`config.mk`:
```
export PLATFORM = sky130hd
export DESIGN_NAME = bht_front
export DESIGN_NICKNAME = d
export VERILOG_FILES = /design/src/hdl/bht_pkg.sv /design/src/hdl/bht_front.sv
export SDC_FILE = /design/constraint.sdc
export NUM_CORES = 1
export LEC_CHECK = 0
export ABC_AREA = 1
export BUFFER_PORTS_ARGS = -buffer_cell sky130_fd_sc_hd__buf_2
export CORE_UTILIZATION = 52
export DETAILED_ROUTE_END_ITERATION = 10
export PLACE_DENSITY_LB_ADDON = 0.1
export SLEW_MARGIN = 20
export SYNTH_ARGS = -nofsm -noshare
export SYNTH_HDL_FRONTEND = slang
export SYNTH_SLANG_ARGS = --single-unit
```
`constraint.sdc`:
```
create_clock -name i_clk -period 5.8 [get_ports i_clk]
set_input_delay 1.16 -clock i_clk [delete_from_list [all_inputs] [get_ports i_clk]]
set_output_delay 1.16 -clock i_clk [all_outputs]
set_load 0.02 [all_outputs]
```
`src/hdl/bht_pkg.sv`:
```
// ----------------------------------------------------------------------------
// bht_pkg
// shared types, sizes and codes for the bucketed hash table
// ----------------------------------------------------------------------------
package bht_pkg;

    localparam int BUCKETS   = 10;
    localparam int SLOTS     = 5;
    localparam int KEY_BITS  = 16;
    localparam int DATA_BITS = 64;

    localparam int BKT_W  = (BUCKETS > 1) ? $clog2(BUCKETS) : 1;
    localparam int SLOT_W = (SLOTS > 1) ? $clog2(SLOTS) : 1;

    // reciprocal for key modulo bucket count
    localparam int          MOD_SHIFT = KEY_BITS + 8;
    localparam int          MOD_MUL_W = MOD_SHIFT;
    localparam longint      MOD_MUL   = (64'd1 << MOD_SHIFT) / BUCKETS;
    localparam int          PROD_W    = KEY_BITS + MOD_MUL_W;
    localparam int          REM_W     = KEY_BITS + 9;

    localparam int QUEUE_DEPTH = 2;
    localparam int QPTR_W      = $clog2(QUEUE_DEPTH);
    localparam int QCNT_W      = $clog2(QUEUE_DEPTH + 1);

    localparam logic [1:0] OP_INSERT = 2'd0;
    localparam logic [1:0] OP_LOOKUP = 2'd1;
    localparam logic [1:0] OP_DELETE = 2'd2;

    localparam logic [1:0] ST_DONE = 2'd0;
    localparam logic [1:0] ST_MISS = 2'd1;
    localparam logic [1:0] ST_FULL = 2'd2;

    typedef struct packed {
        logic [1:0]  req_type;
        logic [15:0] req_key;
        logic [63:0] req_payload;
    } t_req;

    typedef struct packed {
        logic [1:0]  status;
        logic [63:0] hit_payload;
        logic [2:0]  slot_index;
    } t_rsp;

    typedef struct packed {
        t_req             req;
        logic [BKT_W-1:0] bucket;
    } t_cmd;

    typedef struct packed {
        logic [KEY_BITS-1:0]  key;
        logic [DATA_BITS-1:0] data;
    } t_slot;

    typedef struct packed {
        logic full;
        logic empty;
    } t_qstat;

endpackage

```
`src/hdl/bht_front.sv`:
```
// ----------------------------------------------------------------------------
// bht_front
// takes request words and works out the bucket of each key
// ----------------------------------------------------------------------------
module bht_front (
    input  logic          i_clk,
    input  logic          i_rst_n,
    input  logic          i_start,
    output logic          o_busy,
    input  bht_pkg::t_req i_req,
    input  bht_pkg::t_qstat i_qstat,
    output logic          o_push,
    output bht_pkg::t_cmd o_cmd
);
    import bht_pkg::*;

    logic                r_s1_vld;
    t_req                r_s1_req;
    logic [PROD_W-1:0]   r_s1_prod;

    logic [KEY_BITS-1:0] key;
    logic [KEY_BITS-1:0] q_est;
    logic [REM_W-1:0]    rem_raw;
    logic [REM_W-1:0]    rem_fix;
    logic                accept;

    assign key    = r_s1_req.req_key[KEY_BITS-1:0];
    assign o_busy = r_s1_vld | i_qstat.full;
    assign accept = i_start & ~o_busy;
    assign o_push = r_s1_vld & ~i_qstat.full;

    // quotient estimate is exact or one low
    always_comb begin
        q_est   = KEY_BITS'(r_s1_prod >> MOD_SHIFT);
        rem_raw = REM_W'(key) - REM_W'(REM_W'(q_est) * REM_W'(BUCKETS));
        rem_fix = (rem_raw >= REM_W'(BUCKETS)) ? rem_raw - REM_W'(BUCKETS) : rem_raw;
        o_cmd.req    = r_s1_req;
        o_cmd.bucket = BKT_W'(rem_fix);
    end

    always_ff @(posedge i_clk) begin
        if (!i_rst_n) begin
            r_s1_vld <= 1'b0;
        end else if (accept) begin
            r_s1_vld <= 1'b1;
        end else if (o_push) begin
            r_s1_vld <= 1'b0;
        end
    end

    always_ff @(posedge i_clk) begin
        if (accept) begin
            r_s1_req  <= i_req;
            r_s1_prod <= PROD_W'(i_req.req_key[KEY_BITS-1:0]) * PROD_W'(MOD_MUL_W'(MOD_MUL));
        end
    end

endmodule

```
==> results.cfg <==
[layout]
final_util = 0.688
n_antenna_cell = 0
synthToLayoutAreaGrowth_pct = 28.4
seqCellArea_um2 = 2870
fin_cells = 1523
final_cell_mix = 228 x inv_1, 173 x buf_2, 165 x nand2_1, 138 x ha_1, 111 x buf_4
nets = 1608
drive_gt1_frac = 0.298
final_common_cell = inv_1
multi_input_area_um2 = 5940
fillCellCount = 1438

[detailed_routing]
vias = 7566
avgViaCountPerCell = 4.97
dr.pass1.iters = 5
dr.first_iter.drc_count = 338
routed_wirelength_um = 22900
wl_per_cell_um = 15.0
drc_errors = 0
ant_nets = 0

[clock_network]
cts_tree = built
path_clk_slew_ns = 0.08
cts_buffers = 9
root_buffer = clkbuf_16
clk_path_buf_depth = 2
clock_sinks = 96
worstSkewPairLatency_ns = 0.34
cts_hold_buf = 0
htreeDepth = 3

[global_route]
grt_pass1_wl_um = 36000
grt_use_total = 0.255
grt_remaining_overflow = 0
grt_max_degree = 52
grt_pass1_vias = 7536
antenna_found_initial = 0

[yosys]
synth_edf_count = 95
ys_ff_latch = 96
ys_warn_count = 0
synth_area_per_cell_um2 = 9.31
ys.flop_type = edfxtp_1
syn-num-nets = 1317
yosysUniqueCellTypes = 36
synth-seq-area-share = 0.308
synth_async_sr_flop_share = 0
syn_area_um2 = 9330
syn_inst = 1002

[sta]
hold_viol = 0
max_clock_freq_ghz = 0.177
grt_setup_unrepaired = yes
min_period_over_period = 0.975
tightestPinTransition_ns = 0.764
setup-violations-final = 0
drv_slew = 0
max_slew_margin = 0.491
finalClockSkew_ns = 0.00867
post-route-min-period_ns = 5.65

[worst_setup_path]
worstPathArrival_ns = 5.75
cp_max_fo = 3
path_cells = buf_2 > inv_1 > ha_4 > fa_1 > inv_2 > fa_1 > inv_1 > fa_1 > fa_1 > fa_1 > inv_1 > ha_1 > buf_4 > a31oi_4 > a21boi_0 > o21ai_0 > buf_4 > nand3_1 > nand2_1 > xor2_1
required_ns = 5.90
cpPeakStageDelay_ns = 0.57
reg2reg_slack_ns = 3.71
cp_common_cell = fa_1
critPathSlowestCell = fa_1
cp-end-kind = register
crit_type = primary input to register
start_kind = primary input

[run]
maxCapViolCount = 0

[die]
core_area_um2 = 17400
io_pins = 175
start_util = 0.536
dieArea_um2 = 18500
die_w_um = 136
die_y_um = 136
num_rows = 48

[placement]
port_buffers = 173
placedCellCount = 1504
post-dp-hpwl_um = 19600
place_congestion = 0.992

[outcome]
status = completed

[worst_hold_path]
hold_class = register to register
final cells by class:
class | instances | area share
Inverter | 234 | 0.0734
Tap cell | 225 | 0.0235
Multi-Input combinational cell | 668 | 0.496
Clock inverter | 7 | 0.00679
Clock buffer | 9 | 0.0188
Sequential cell | 96 | 0.240
Timing Repair Buffer | 284 | 0.142
timing repair:
| item | CTS | global route |
|---|---|---|
| gates cloned | 0 | 0 |
| pin swaps | 2 | 25 |
| buffers inserted | 0 | 3 |
| hold endpoints to repair | 0 | 0 |
| setup endpoints to repair | 8 | 16 |
| gates resized for setup | 7 | 77 |
state kept, by name, indices dropped and copies added (netlist names):
signal,count
key,16
o_cmd,66
r_s1_prod,13
r_s1_vld,1
synth_stat cells (all sizes together), types with 4 or more instances:
library cell	instances	area, µm²
a211oi	4	30.0
inv	234	878
edfxtp	95	2850
a21oi	56	284
nand2	175	672
xnor2	8	70.1
fa	75	1500
buf	4	30.0
a31oi	6	37.5
a21o	6	45.0
nand3	37	200
nor3	11	55.1
xor2	15	131
ha	153	1910
nor2	66	263
o21ai	24	120
nand4	10	62.6
kinds of logic (layout without fill, tap and decap cells):
family,after synthesis,count (layout),synth area share
buffers and inverters,238,534,0.0974
AOI/OAI and AO/OA,109,109,0.0664
DFF,96,96,0.308
adders and majority gates,228,228,0.366
xor gates and xnor gates,23,23,0.0216
and+or+nand+nor,308,308,0.141
worst paths after layout:
| check | start | depth (start not counted) | end |
|---|---|---|---|
| worst max-delay path | i_req[72] | 20 | r_s1_prod[34] |
| worst min-delay path | r_s1_vld | 2 | r_s1_vld |
| worst max register to register | r_s1_vld | 4 | key[1] |
| worst min register to register | r_s1_vld | 2 | r_s1_vld |
metrics by stage:
stage	instance area, µm²	setup slack (ns)	hold slack [ns]	TNS [ns]
after floorplan	9340	0.0262	0.443	0
after global placement	11300	-0.406	0.452	-4.24
after detailed placement	11300	-0.444	0.467	-4.76
after CTS	11600	0.00435	0.477	0
after global routing	12000	-0.0405	0.524	-0.0831
final	12000	0.146	0.479	0
critical path: cells and delay by family:
kind,cells,cell delay (ns)
xor gates and xnor gates,1,0.17
and+or+nand+nor,2,0.15
AOI/OAI and AO/OA,3,0.48
buffers and inverters,7,0.66
adders and majority gates,7,3.12
metal layers:
layer	up-vias	part of all wire	global-route usage
met2	148	0.51	0.443
met1	3549	0.42	0.325
met5	-	0	0
li1	3835	-	-
met3	34	0.045	0.0384
met4	0	0.023	0.0796
Power is left out: the tool's default activity adds up to more than one toggle a clock period on the data nets, which glitch-free logic cannot reach.
