$ cat config.mk
export PLATFORM = sky130hd
export DESIGN_NAME = bht_back
export DESIGN_NICKNAME = d
export VERILOG_FILES = /design/src/hdl/bht_pkg.sv /design/src/hdl/bht_back.sv
export SDC_FILE = /design/constraint.sdc
export NUM_CORES = 2
export LEC_CHECK = 0
export BUFFER_PORTS_ARGS = -buffer_cell sky130_fd_sc_hd__clkbuf_2
export CORE_MARGIN = 8
export CORE_UTILIZATION = 30
export DETAILED_ROUTE_END_ITERATION = 12
export SLEW_MARGIN = 25
export SYNTH_ARGS = -nofsm -noshare
export SYNTH_HDL_FRONTEND = slang
export SYNTH_SLANG_ARGS = --single-unit
$ cat constraint.sdc
create_clock -name i_clk -period 40.2 [get_ports i_clk]
set_clock_uncertainty 0.1 [all_clocks]
set_input_delay 4.02 -clock i_clk [delete_from_list [all_inputs] [get_ports i_clk]]
set_output_delay 4.02 -clock i_clk [all_outputs]
set_load 0.01 [all_outputs]
$ cat src/hdl/bht_pkg.sv
// ----------------------------------------------------------------------------
// bht_pkg
// shared types, sizes and codes for the bucketed hash table
// ----------------------------------------------------------------------------
package bht_pkg;

    localparam int BUCKETS   = 10;
    localparam int SLOTS     = 5;
    localparam int KEY_BITS  = 16;
    localparam int DATA_BITS = 64;

    localparam int BKT_W  = (BUCKETS > 1) ? $clog2(BUCKETS) : 1;
    localparam int SLOT_W = (SLOTS > 1) ? $clog2(SLOTS) : 1;

    // reciprocal for key modulo bucket count
    localparam int          MOD_SHIFT = KEY_BITS + 8;
    localparam int          MOD_MUL_W = MOD_SHIFT;
    localparam longint      MOD_MUL   = (64'd1 << MOD_SHIFT) / BUCKETS;
    localparam int          PROD_W    = KEY_BITS + MOD_MUL_W;
    localparam int          REM_W     = KEY_BITS + 9;

    localparam int QUEUE_DEPTH = 2;
    localparam int QPTR_W      = $clog2(QUEUE_DEPTH);
    localparam int QCNT_W      = $clog2(QUEUE_DEPTH + 1);

    localparam logic [1:0] OP_INSERT = 2'd0;
    localparam logic [1:0] OP_LOOKUP = 2'd1;
    localparam logic [1:0] OP_DELETE = 2'd2;

    localparam logic [1:0] ST_DONE = 2'd0;
    localparam logic [1:0] ST_MISS = 2'd1;
    localparam logic [1:0] ST_FULL = 2'd2;

    typedef struct packed {
        logic [1:0]  req_type;
        logic [15:0] req_key;
        logic [63:0] req_payload;
    } t_req;

    typedef struct packed {
        logic [1:0]  status;
        logic [63:0] hit_payload;
        logic [2:0]  slot_index;
    } t_rsp;

    typedef struct packed {
        t_req             req;
        logic [BKT_W-1:0] bucket;
    } t_cmd;

    typedef struct packed {
        logic [KEY_BITS-1:0]  key;
        logic [DATA_BITS-1:0] data;
    } t_slot;

    typedef struct packed {
        logic full;
        logic empty;
    } t_qstat;

endpackage

$ cat src/hdl/bht_back.sv
// ----------------------------------------------------------------------------
// bht_back
// reads one bucket row, matches all slots, fills a free slot on insert and frees a hit on delete
// ----------------------------------------------------------------------------
module bht_back (
    input  logic            i_clk,
    input  logic            i_rst_n,
    input  bht_pkg::t_cmd   i_cmd,
    input  bht_pkg::t_qstat i_qstat,
    output logic            o_pop,
    output logic            o_done,
    output bht_pkg::t_rsp   o_rsp
);
    import bht_pkg::*;

    typedef enum logic [1:0] {
        S_FETCH = 2'b01,
        S_EXEC  = 2'b10
    } t_state;

    t_state            r_state;
    t_state            n_state;
    t_cmd              r_cmd;
    t_slot [SLOTS-1:0] r_row;
    t_slot [SLOTS-1:0] r_mem [BUCKETS];
    logic [SLOTS-1:0]  r_valid [BUCKETS];
    logic              r_done;
    t_rsp              r_rsp;
    t_rsp              n_rsp;

    logic [SLOTS-1:0]  vrow;
    logic              has_free;
    logic [SLOT_W-1:0] free_idx;
    logic              has_hit;
    logic [SLOT_W-1:0] hit_idx;
    logic              exec;
    logic              do_ins;
    logic              do_del;

    assign exec  = (r_state == S_EXEC);
    assign o_pop = (r_state == S_FETCH) & ~i_qstat.empty;
    assign vrow  = r_valid[r_cmd.bucket];

    always_comb begin
        has_free = 1'b0;
        free_idx = '0;
        has_hit  = 1'b0;
        hit_idx  = '0;
        for (int s = SLOTS - 1; s >= 0; s--) begin
            if (!vrow[s]) begin
                has_free = 1'b1;
                free_idx = SLOT_W'(s);
            end
            if (vrow[s] && r_row[s].key == r_cmd.req.req_key[KEY_BITS-1:0]) begin
                has_hit = 1'b1;
                hit_idx = SLOT_W'(s);
            end
        end
    end

    assign do_ins = exec & (r_cmd.req.req_type == OP_INSERT) & has_free;
    assign do_del = exec & (r_cmd.req.req_type == OP_DELETE) & has_hit;

    always_comb begin
        n_rsp.status      = ST_MISS;
        n_rsp.hit_payload = '0;
        n_rsp.slot_index  = '0;
        case (r_cmd.req.req_type)
            OP_INSERT: begin
                if (has_free) begin
                    n_rsp.status     = ST_DONE;
                    n_rsp.slot_index = 3'(free_idx);
                end else begin
                    n_rsp.status = ST_FULL;
                end
            end
            OP_LOOKUP: begin
                if (has_hit) begin
                    n_rsp.status      = ST_DONE;
                    n_rsp.hit_payload = 64'(r_row[hit_idx].data);
                    n_rsp.slot_index  = 3'(hit_idx);
                end
            end
            OP_DELETE: begin
                if (has_hit) begin
                    n_rsp.status     = ST_DONE;
                    n_rsp.slot_index = 3'(hit_idx);
                end
            end
            default: begin
                n_rsp.status = ST_MISS;
            end
        endcase
    end

    always_comb begin
        case (r_state)
            S_FETCH: n_state = i_qstat.empty ? S_FETCH : S_EXEC;
            S_EXEC:  n_state = S_FETCH;
            default: n_state = S_FETCH;
        endcase
    end

    always_ff @(posedge i_clk) begin
        if (!i_rst_n) begin
            r_state <= S_FETCH;
            r_done  <= 1'b0;
            for (int b = 0; b < BUCKETS; b++) begin
                r_valid[b] <= '0;
            end
        end else begin
            r_state <= n_state;
            r_done  <= exec;
            if (do_ins) begin
                r_valid[r_cmd.bucket][free_idx] <= 1'b1;
            end else if (do_del) begin
                r_valid[r_cmd.bucket][hit_idx] <= 1'b0;
            end
        end
    end

    always_ff @(posedge i_clk) begin
        if (o_pop) begin
            r_cmd <= i_cmd;
            r_row <= r_mem[i_cmd.bucket];
        end
        if (do_ins) begin
            r_mem[r_cmd.bucket][free_idx] <= t_slot'{
                key:  r_cmd.req.req_key[KEY_BITS-1:0],
                data: r_cmd.req.req_payload[DATA_BITS-1:0]
            };
        end
        if (exec) begin
            r_rsp <= n_rsp;
        end
    end

    assign o_done = r_done;
    assign o_rsp  = r_rsp;

`ifndef SYNTHESIS
    a_done_after_exec: assert property (@(posedge i_clk) disable iff (!i_rst_n)
        r_done |-> $past(r_state == S_EXEC))
        else $error("result word without an executed request");

    a_exec_one_cycle: assert property (@(posedge i_clk) disable iff (!i_rst_n)
        (r_state == S_EXEC) |=> (r_state == S_FETCH) && r_done)
        else $error("execute step did not complete in one cycle");

    a_insert_fills: assert property (@(posedge i_clk) disable iff (!i_rst_n)
        do_ins |=> $countones(r_valid[r_cmd.bucket])
                   == $countones($past(r_valid[r_cmd.bucket])) + 1)
        else $error("insert did not claim exactly one slot");

    a_delete_clears: assert property (@(posedge i_clk) disable iff (!i_rst_n)
        do_del |=> $countones(r_valid[r_cmd.bucket])
                   == $countones($past(r_valid[r_cmd.bucket])) - 1)
        else $error("delete did not release exactly one slot");
`endif

endmodule

==> flow_summary.json <==
{
  "outcome": "finished, final reports clean",
  "finalSetupTns_ps": 0,
  "syn2layout_area_growth_pct": 14.62,
  "clk_latency_ps": 1020,
  "globalplace.congestion": 0.7218,
  "hold_path_depth": 0,
  "synth_cell_types": 47,
  "vias": 83930,
  "ant_nets": 0,
  "gr-total-overflow": 0,
  "path_clk_slew_ps": 60,
  "grt_pass1_vias": 86670,
  "drv_cap": 0,
  "drtIter0Drc": 8575,
  "dpl.hpwl_um": 228300,
  "cts_buffer_depth": 4,
  "required_ps": 40740,
  "dp.cells": 16110,
  "fin_cells": 16920,
  "tightest_slew_ps": 1063,
  "ys_seq_area_share_pct": 78.89,
  "final_nets": 8834,
  "ios": 161,
  "r2r_cells": 11,
  "max_freq_mhz": 100.7,
  "setup_viol": 0,
  "worstSetupPathType": "in2reg",
  "ys_async_sr_fraction_pct": 0,
  "numCtsBuffers": 436,
  "hp-class": "reg2reg",
  "rows": 282,
  "endpoint_kind": "flop",
  "arrival_ps": 10470,
  "worstPathMaxFanout": 99,
  "period_needed_ps": 9935,
  "initial_core_util_pct": 30.03,
  "n_fill_cell": 54130,
  "netlist_area_mm2": 0.1766,
  "synth_warnings": 0,
  "finalHoldViolCount": 0,
  "grt_max_degree": 128,
  "synthCells": 8360,
  "maxSlewHeadroom_pct": 29.13,
  "dieArea_mm2": 0.6135,
  "die_h_um": 783.3,
  "place_ws_ps": 28920,
  "cts_hold_buffers": 0,
  "synth_ff_type": "edfxtp_1",
  "syn_nets": 8450,
  "fin_ws_ps": 30260,
  "die_x_um": 783.3,
  "root_buffer": "clkbuf_16",
  "drtPass1Iterations": 5,
  "drc": 0,
  "synth_area_per_cell_um2": 21.13,
  "wl_per_cell_um": 26.29,
  "grt_pass1_wl_um": 630400,
  "vdd_drop_max_uv": 41.04,
  "cts_resized": 0,
  "synth-seq-cells": 4642,
  "p_per_area_mw_per_mm2": 48.82,
  "post-cts-setup-buffers": 0,
  "grtUsageTotal_pct": 13.95,
  "synth-edff-count": 4635,
  "cts_tree": "yes",
  "start_kind": "primary input",
  "drv_slew": 0,
  "via_per_inst": 4.960,
  "cts_sinks": 4642,
  "antenna_found_initial": 23,
  "finalCritPeriodShare_pct": 24.71,
  "p_leak_uw": 0.06212,
  "wl_um": 444900,
  "drive_gt1_share_pct": 22.42,
  "htreeDepth": 5,
  "rsz0062_at_grt": "false",
  "port_buffers": 159,
  "core-area_mm2": 0.5882
}
## routing by layer
metal  vias to the layer above  part of all wire [%]  global-route usage (%)
met3                       595                   5.8                   1.821
li1                      35260                     -                       -
met2                      2849                    50                   24.18
met1                     45210                    42                   18.51
met5                         -                 0.028                       0
met4                        18                   2.5                   3.603
## logic make-up (layout without fill, tap and decap cells)
kind of cell | after synthesis | count (layout) | share of synthesized area [%]
flops | 4642 | 4642 | 78.89
mux | 1289 | 1289 | 13.13
compound gates | 939 | 939 | 3.360
simple gates | 893 | 893 | 3.044
buf+inv | 516 | 1258 | 1.180
xor+xnor | 80 | 80 | 0.3967
fa+ha+maj | 1 | 1 | 0.005668
other cells | 0 | 8 | 0
## cells in the final DEF (no fill, tap or decap), drive strengths merged, types with 24 or more instances in the layout
master,Yosys,final
a211oi,465,465
a21oi,403,403
and3,66,66
buf,136,301
bufinv,0,42
clkbuf,374,679
clkinv,0,193
edfxtp,4635,4635
inv,6,25
mux2i,464,464
mux4,821,821
nand2,31,31
nor2,202,202
nor2b,472,472
nor4,74,74
o21ai,47,47
xnor2,56,56
xor2,24,24
## final cells by class
cell class,count,area [um2],area share [%]
Clock inverter,272,2703,1.335
Tap cell,7810,9772,4.827
Multi-Input combinational cell,3202,35670,17.62
Inverter,6,22.52,0.01113
Antenna cell,8,20.02,0.009890
Clock buffer,524,11350,5.605
Sequential cell,4642,139300,68.83
Timing Repair Buffer,456,3575,1.766
## through the flow
step	power (uW)	area, um2	util (%)	hold WS, ps
detailed placement	5905	188300	32.01	465.9
global placement	5891	187900	31.94	499.6
floorplan	5793	176600	-	487.4
global route	10160	202400	34.41	483.2
CTS	9973	202300	34.40	476.5
finish	9882	202400	34.42	488.4
## power breakdown
group	total [uW]	internal, uW	switching [uW]
Clock	4090	2290	1800
Sequential	5400	5380	18.6
Combinational	395	145	249
## synthesized netlist by cell type (2+ instances only)
cell type / instances / area (um2)
a211oi_1: 465 / 3491
a21oi_1: 402 / 2012
a22oi_1: 9 / 67.56
and2_1: 2 / 12.51
and3_1: 66 / 412.9
and4_1: 2 / 17.52
buf_1: 102 / 382.9
buf_2: 18 / 90.09
buf_4: 5 / 37.54
buf_6: 5 / 56.30
buf_8: 6 / 90.09
clkbuf_1: 374 / 1404
dfxtp_1: 7 / 140.1
edfxtp_1: 4635 / 139200
inv_1: 6 / 22.52
mux2_2: 4 / 45.04
mux2i_1: 464 / 4644
mux4_2: 821 / 18490
nand2_1: 31 / 116.4
nand3_1: 13 / 65.06
nand4_1: 18 / 112.6
nor2_1: 201 / 754.5
nor2b_1: 472 / 2953
nor3b_1: 3 / 22.52
nor4_1: 16 / 100.1
nor4_2: 58 / 725.7
o21a_1: 7 / 52.55
o21ai_0: 47 / 235.2
o22ai_1: 2 / 12.51
or3_1: 4 / 25.02
xnor2_1: 56 / 490.5
xor2_1: 24 / 210.2
## state kept, by name, summed over array words and instances, names as in the netlist, named ones only
name     flops
r_mem     4000
r_row      400
r_cmd       86
r_valid     80
o_rsp       69
r_state      2
o_done       1
## worst paths after layout
kind / start / end / slack, ps
worst max-delay path: i_cmd[0] / r_row[292] / 30260
worst min-delay path: r_cmd[53] / r_mem[2][129] / 490
worst min register to register: r_cmd[53] / r_mem[2][129] / 490
worst max register to register: r_cmd[71] / o_rsp[34] / 33690
## critical path: stages
cell and delay (ps):
buf_12 470, buf_12 660, buf_4 690, buf_4 810
buf_4 870, buf_4 880, buf_4 720, mux4_2 580
nor2b_1 140, a211oi_1 280, a21oi_1 70
(Power assumes the default switching activity.)
