--- config.mk ---
export PLATFORM = sky130hd
export DESIGN_NAME = bht_queue
export DESIGN_NICKNAME = d
export VERILOG_FILES = /design/src/hdl/bht_pkg.sv /design/src/hdl/bht_queue.sv
export SDC_FILE = /design/constraint.sdc
export NUM_CORES = 1
export LEC_CHECK = 0
export BUFFER_PORTS_ARGS = -buffer_cell sky130_fd_sc_hd__buf_2
export CELL_PAD_IN_SITES_DETAIL_PLACEMENT = 0
export CELL_PAD_IN_SITES_GLOBAL_PLACEMENT = 1
export CORE_UTILIZATION = 47
export CTS_CLUSTER_SIZE = 10
export DETAILED_ROUTE_END_ITERATION = 8
export PLACE_DENSITY = 0.92
export SYNTH_ARGS = -nofsm -noshare
export SYNTH_HDL_FRONTEND = slang
export SYNTH_SLANG_ARGS = --single-unit
--- constraint.sdc ---
create_clock -name i_clk -period 10.9 [get_ports i_clk]
set_clock_uncertainty 0.15 [all_clocks]
set_input_delay 1.09 -clock i_clk [delete_from_list [all_inputs] [get_ports i_clk]]
set_output_delay 1.09 -clock i_clk [all_outputs]
set_load 0.05 [all_outputs]
--- src/hdl/bht_pkg.sv ---
// ----------------------------------------------------------------------------
// bht_pkg
// shared types, sizes and codes for the bucketed hash table
// ----------------------------------------------------------------------------
package bht_pkg;

    localparam int BUCKETS   = 10;
    localparam int SLOTS     = 5;
    localparam int KEY_BITS  = 16;
    localparam int DATA_BITS = 64;

    localparam int BKT_W  = (BUCKETS > 1) ? $clog2(BUCKETS) : 1;
    localparam int SLOT_W = (SLOTS > 1) ? $clog2(SLOTS) : 1;

    // reciprocal for key modulo bucket count
    localparam int          MOD_SHIFT = KEY_BITS + 8;
    localparam int          MOD_MUL_W = MOD_SHIFT;
    localparam longint      MOD_MUL   = (64'd1 << MOD_SHIFT) / BUCKETS;
    localparam int          PROD_W    = KEY_BITS + MOD_MUL_W;
    localparam int          REM_W     = KEY_BITS + 9;

    localparam int QUEUE_DEPTH = 2;
    localparam int QPTR_W      = $clog2(QUEUE_DEPTH);
    localparam int QCNT_W      = $clog2(QUEUE_DEPTH + 1);

    localparam logic [1:0] OP_INSERT = 2'd0;
    localparam logic [1:0] OP_LOOKUP = 2'd1;
    localparam logic [1:0] OP_DELETE = 2'd2;

    localparam logic [1:0] ST_DONE = 2'd0;
    localparam logic [1:0] ST_MISS = 2'd1;
    localparam logic [1:0] ST_FULL = 2'd2;

    typedef struct packed {
        logic [1:0]  req_type;
        logic [15:0] req_key;
        logic [63:0] req_payload;
    } t_req;

    typedef struct packed {
        logic [1:0]  status;
        logic [63:0] hit_payload;
        logic [2:0]  slot_index;
    } t_rsp;

    typedef struct packed {
        t_req             req;
        logic [BKT_W-1:0] bucket;
    } t_cmd;

    typedef struct packed {
        logic [KEY_BITS-1:0]  key;
        logic [DATA_BITS-1:0] data;
    } t_slot;

    typedef struct packed {
        logic full;
        logic empty;
    } t_qstat;

endpackage

--- src/hdl/bht_queue.sv ---
// ----------------------------------------------------------------------------
// bht_queue
// short command queue between the front and the back
// ----------------------------------------------------------------------------
module bht_queue (
    input  logic            i_clk,
    input  logic            i_rst_n,
    input  logic            i_push,
    input  bht_pkg::t_cmd   i_cmd,
    input  logic            i_pop,
    output bht_pkg::t_cmd   o_cmd,
    output bht_pkg::t_qstat o_qstat
);
    import bht_pkg::*;

    t_cmd              r_mem [QUEUE_DEPTH];
    logic [QPTR_W-1:0] r_wr_ptr;
    logic [QPTR_W-1:0] r_rd_ptr;
    logic [QCNT_W-1:0] r_count;
    logic              do_push;
    logic              do_pop;

    assign o_qstat.full  = (r_count == QCNT_W'(QUEUE_DEPTH));
    assign o_qstat.empty = (r_count == '0);
    assign do_push = i_push & ~o_qstat.full;
    assign do_pop  = i_pop & ~o_qstat.empty;
    assign o_cmd   = r_mem[r_rd_ptr];

    always_ff @(posedge i_clk) begin
        if (!i_rst_n) begin
            r_wr_ptr <= '0;
            r_rd_ptr <= '0;
            r_count  <= '0;
        end else begin
            if (do_push) begin
                r_wr_ptr <= r_wr_ptr + 1'b1;
            end
            if (do_pop) begin
                r_rd_ptr <= r_rd_ptr + 1'b1;
            end
            if (do_push && !do_pop) begin
                r_count <= r_count + 1'b1;
            end else if (do_pop && !do_push) begin
                r_count <= r_count - 1'b1;
            end
        end
    end

    always_ff @(posedge i_clk) begin
        if (do_push) begin
            r_mem[r_wr_ptr] <= i_cmd;
        end
    end

endmodule

==> results of run 1 <==
==> per-layer routing <==
layer | global-route usage | vias to the layer above
li1 | - | 1533
met1 | 0.176 | 1576
met2 | 0.276 | 122
met3 | 0.0580 | 17
met4 | 0.0733 | 0
met5 | 0 | -
==> cell families after synthesis <==
group / count (synthesis) / share of synthesized area
flops: 177 / 0.798
compound gates: 5 / 0.00493
buf+inv: 12 / 0.0135
fa+ha+maj: 1 / 0.00190
xor+xnor: 3 / 0.00398
simple gates: 9 / 0.00835
mux: 86 / 0.170
==> per-stage QoR <==
| stage | instance area [µm²] | std cells | hold slack (ns) | setup slack [ns] | utilization |
|---|---|---|---|---|---|
| after floorplan | 6600 | 293 | 0.333 | 5.72 | - |
| after CTS | 8220 | 670 | 0.397 | 7.12 | 0.611 |
| final | 8220 | 670 | 0.391 | 7.14 | 0.611 |
| after global routing | 8220 | 670 | 0.435 | 7.03 | 0.611 |
| after detailed placement | 7650 | 638 | 0.382 | 7.40 | 0.569 |
| after global placement | 7650 | 638 | 0.348 | 7.49 | 0.569 |
==> worst max-delay path by stage <==
stage	startpoint	slack, ns	endpoint	cells after the start
finish	flip-flop	7.14	o_cmd[9]	3
global route	flip-flop	7.03	o_cmd[65]	3
CTS	flip-flop	7.12	o_cmd[9]	3
detailed placement	i_push	7.40	r_mem[0][53]	4
global placement	i_push	7.49	r_mem[0][31]	4
floorplan	i_push	5.72	r_mem[0][0]	2
==> power breakdown <==
group          internal, W  leakage [nW]  switching (W)
combinational     0.000239          1.22       0.000563
clock             0.000335         0.268       0.000244
sequential        0.000858          1.65      0.0000328
total              0.00143          3.14       0.000839
==> area by class of cell <==
cell class,count,area [µm²]
fill,1005,5230
sequential,177,5270
clock buffer,17,425
multi-input combinational,104,1260
inverter,2,7.51
timing repair buffer,179,901
clock inverter,15,144
tap,176,220
==> registers in the layout (all words and copies together) (netlist names), named ones only <==
name and flops:
r_mem 172, r_wr_ptr 1, r_count 2, r_rd_ptr 1
==> worst max-delay path: stages (launching register included) <==
cell and delay, ns:
dfxtp_4 0.51, buf_4 0.84, mux2_2 0.43, buf_2 0.21
==> layout by cell type (no fill, tap or decap) <==
cell and count:
inv_1 1, clkinv_4 1, dfxtp_1 4, bufinv_16 2
o21ai_1 1, mux2_2 46, clkinvlp_4 5, xor2_1 1
xnor2_1 2, buf_4 2, a21boi_0 1, mux2_4 40
edfxtp_1 172, clkinv_2 5, and3_4 1, clkinv_1 1
ha_1 1, and2_1 3, nor2_1 2, nand2b_1 1
o21ai_0 1, clkbuf_16 17, o21a_1 1, dfxtp_4 1
or3_1 1, inv_6 1, buf_2 177, inv_2 1
a21boi_1 1, nor3_4 1
==> impl_metrics.tcl, run 1 <==
set metrics [dict create \
    wl_met3_um 806 \
    start_util 0.491 \
    syn_area_um2 6600 \
    r2r-end "r_mem[0][3]" \
    core_area_um2 13500 \
    grt_pass1_wl_um 16900 \
    min_to "r_count[1]" \
    htreeDepth 4 \
    area_delta_synth_final_pct 24.6 \
    hpwl_um 7310 \
    min_path_type "flip-flop to flip-flop" \
    rsz0062_at_grt "false" \
    diodes 0 \
    min-delay-start "r_count[1]" \
    worstRegToRegCells 4 \
    cts_sinks 177 \
    worstSetupStartpointType "flip-flop" \
    wirelength_um 11000 \
    grt_overflow_total 0 \
    async_reset_ff_frac 0 \
    synth_top_area_cell "edfxtp_1" \
    endpoint_kind "output port" \
    insertion_delay_ns 0.42 \
    status "finished clean" \
    cts_tree "done" \
    clk_path_buf_depth 2 \
    grt_use_total 0.160 \
    netlist_top_cells_count "172 x edfxtp_1, 46 x mux2_2, 40 x mux2_4" \
    die-height_um 120 \
    fin_nets 572 \
    via_count 3248 \
    required_ns 9.66 \
    grt_pass1_vias 3441 \
    antenna_found_initial 0 \
    critical_path_arrival_ns 2.52 \
    criticalPathCategory "flip-flop to output port" \
    cts_root_buffer "clkbuf_16" \
    maxSlewHeadroom 0.219 \
    fin_crit_ns 3.76 \
    r2r_slack_ns 8.07 \
    met2_length_um 5670 \
    maxCapViolations 0 \
    power.total_w 0.00227 \
    ys_types 23 \
    setup_viol 0 \
    fin_crit_sh 0.345 \
    synth_area_leaders "edfxtp_1 78%, mux2_4 9.1%, mux2_2 7.8%" \
    hold_path_depth 2 \
    synth_edf_count 172 \
    num_io_pins 178 \
    cts_setup_buffers 0 \
    ant_nets 0 \
    tightest_slew_ns 1.17 \
    drc 0 \
    cts_resized 0 \
    rows 42 \
    port-buffer-count 177 \
    synth.avg_cell_area_um2 22.5 \
    wire_per_inst_um 16.4 \
    synth_nets 384 \
    power_density_nw_per_um2 276 \
    peakVddDrop_v 0.000171 \
    synthCells 293 \
    synthFlopType "edfxtp_1" \
    met1_length_um 4340 \
    globalplace.congestion 0.698 \
    die_w_um 120 \
    synth_seq_cells 177 \
    crit_path_max_fanout 67 \
    path_clk_slew_ns 0.06 \
    cts_hold_repair.buffers 0 \
    tns_ns 0 \
    drtIter0Drc 140 \
    numCtsBuffers 17 \
    dr.pass1.iters 4 \
    synth-seq-area-share 0.798 \
    synth.most_common_cell "edfxtp_1" \
    finalMaxSlewViolations 0 \
    final-hold-violation-count 0 \
    r2r_start "r_count[0]" \
    drive_gt1_frac 0.607 \
    synth_top_area_share 0.783 \
    p_leak_nw 3.14 \
    fmax_mhz 266 \
    dieArea_um2 14500 \
    via_per_inst 4.85 \
    yosysWarnings 0 \
    grt_max_degree 87 \
    routed.top_layer "met4" \
]
(Power assumes the default switching activity.)
==> run 2, diff against run 1 <==
--- a/config.mk
+++ b/config.mk
@@ -8,10 +8,10 @@
 export BUFFER_PORTS_ARGS = -buffer_cell sky130_fd_sc_hd__buf_2
 export CELL_PAD_IN_SITES_DETAIL_PLACEMENT = 0
 export CELL_PAD_IN_SITES_GLOBAL_PLACEMENT = 1
-export CORE_UTILIZATION = 47
+export CORE_UTILIZATION = 44
 export CTS_CLUSTER_SIZE = 10
 export DETAILED_ROUTE_END_ITERATION = 8
-export PLACE_DENSITY = 0.92
+export PLACE_DENSITY = 0.87
 export SYNTH_ARGS = -nofsm -noshare
 export SYNTH_HDL_FRONTEND = slang
 export SYNTH_SLANG_ARGS = --single-unit
==> constraint.sdc (replaced) <==
create_clock -name i_clk -period 3.78 [get_ports i_clk]
set_clock_uncertainty 0.15 [all_clocks]
set_input_delay 0.378 -clock i_clk [delete_from_list [all_inputs] [get_ports i_clk]]
set_output_delay 0.378 -clock i_clk [all_outputs]
set_load 0.05 [all_outputs]
==> impl_metrics.tcl, run 2 (same netlist as run 1, synthesis figures left out) <==
set metrics [dict create \
    cts_resized 0 \
    endpoint_kind "output port" \
    crit_buf_inv 2 \
    start_util 0.452 \
    drc 0 \
    critical_path_arrival_ns 2.27 \
    r2r-end "r_mem[1][23]" \
    status "finished clean" \
    grt_overflow_total 0 \
    place_ws_ns 1.38 \
    fin_crit_sh 0.740 \
    globalplace.congestion 0.704 \
    num_io_pins 178 \
    cts_setup_buffers 0 \
    grt_use_total 0.171 \
    hold-worst-slack_ns 0.0199 \
    r2r_slack_ns 1.60 \
    rows 44 \
    tightest_slew_ns 0.875 \
    port-buffer-count 177 \
    grt_max_degree 58 \
    grt_pass1_wl_um 19900 \
    regMostFlops "r_mem" \
    reg_top3 "r_mem x172, r_count x2" \
    dieArea_um2 15500 \
    power_density_nw_per_um2 740 \
    cts_tree "done" \
    drive_gt1_frac 0.514 \
    finalMaxSlewViolations 0 \
    largest_reg_flops 172 \
    maxCapViolations 0 \
    final-hold-violation-count 0 \
    clk_path_buf_depth 2 \
    worstSetupStartpointType "flip-flop" \
    worstRegToRegCells 3 \
    min_path_type "input pin to flip-flop" \
    via_per_inst 4.72 \
    required_ns 3.25 \
    r2r_start "r_count[0]" \
    hold_path_depth 1 \
    via_count 3619 \
    p_leak_nw 3.53 \
    slowest_stage "dfxtp_4" \
    maxSlewHeadroom 0.416 \
    path_clk_slew_ns 0.06 \
    cp_top_family "flip-flops" \
    drtIter0Drc 128 \
    layout_setup_ws_ns 0.983 \
    die_w_um 124 \
    cp.depth 3 \
    design_area_um2 9160 \
    wire_per_inst_um 16.6 \
    dr.pass1.iters 4 \
    cts_root_buffer "clkbuf_16" \
    fmax_mhz 358 \
    peakVddDrop_v 0.000475 \
    path_cells "buf_12 > mux2_2 > buf_2" \
    grt_pass1_vias 4000 \
    fin_nets 660 \
    crit_path_max_fanout 57 \
    ant_nets 0 \
    numCtsBuffers 17 \
    max_stage_delay_ns 0.93 \
    area_delta_synth_final_pct 38.7 \
    htreeDepth 4 \
    final_cell_mix "177 x buf_2, 172 x edfxtp_1, 85 x dlygate4sd3_1, 46 x mux2_2, 40 x mux2_4" \
    setup_viol 0 \
    insertion_delay_ns 0.42 \
    die-height_um 124 \
    min_to "r_mem[1][33]" \
    core_area_um2 14600 \
    diodes 0 \
    criticalPathCategory "flip-flop to output port" \
    rsz0062_at_grt "false" \
    hpwl_um 7650 \
    cts_sinks 177 \
    final_common_cell "buf_2" \
    min-delay-start "i_cmd[33]" \
    tns_ns 0 \
    wirelength_um 12700 \
    place_area_um2 7700 \
    fin_crit_ns 2.80 \
    antenna_found_initial 0 \
]
run 2: cell count changes in the layout (fill, tap and decap cells not counted):
cell,delta
clkinv_1,-1
buf_4,+2
bufinv_16,+2
clkinvlp_4,-2
dlygate4sd3_1,+85
clkinv_2,-3
buf_12,+1
inv_6,-1
clkbuf_1,+5
run 2: final cells by class:
type / count / area (µm²)
clock inverters: 10 / 161
well taps: 184 / 230
fillers: 999 / 5430
flip-flops and latches: 177 / 5270
inverters: 2 / 7.51
repair buffers: 267 / 1790
multi-input cells: 104 / 1260
clock buffers: 22 / 444
run 2: worst max path at each step:
stage	from	to
final	flip-flop	o_cmd[70]
after global routing	flip-flop	o_cmd[64]
after CTS	flip-flop	o_cmd[70]
after detailed placement	flip-flop	o_cmd[70]
after global placement	flip-flop	o_cmd[64]
after floorplan	r_count[0]	r_mem[0][0]
run 2: where the power goes:
group | switching [W] | total, W | internal (W)
clock | 0.000685 | 0.00179 | 0.00110
sequential | 0.000167 | 0.00264 | 0.00247
combinational | 0.00159 | 0.00235 | 0.000757
run 2: per-layer routing:
metal  track usage  share of wire  routed length [µm]
met5             0              0                   0
met4        0.0765          0.017                 219
met3        0.0515          0.055                 699
met2         0.300           0.52                6530
met1         0.190           0.41                5230
run 2: what timing repair did:
item,4_1_cts,5_1_grt
hold buffers,84,1
endpoints found under the hold margin,168,2
setup endpoints to repair,0,0
run 2: per-stage QoR:
step	std cells	power, W	utilization
2_1_floorplan	293	0.00451	-
3_3_place_gp	649	0.00492	0.528
3_5_place_dp	649	0.00496	0.528
4_1_cts	765	0.00682	0.627
5_1_grt	766	0.00702	0.628
6_report	766	0.00677	0.628
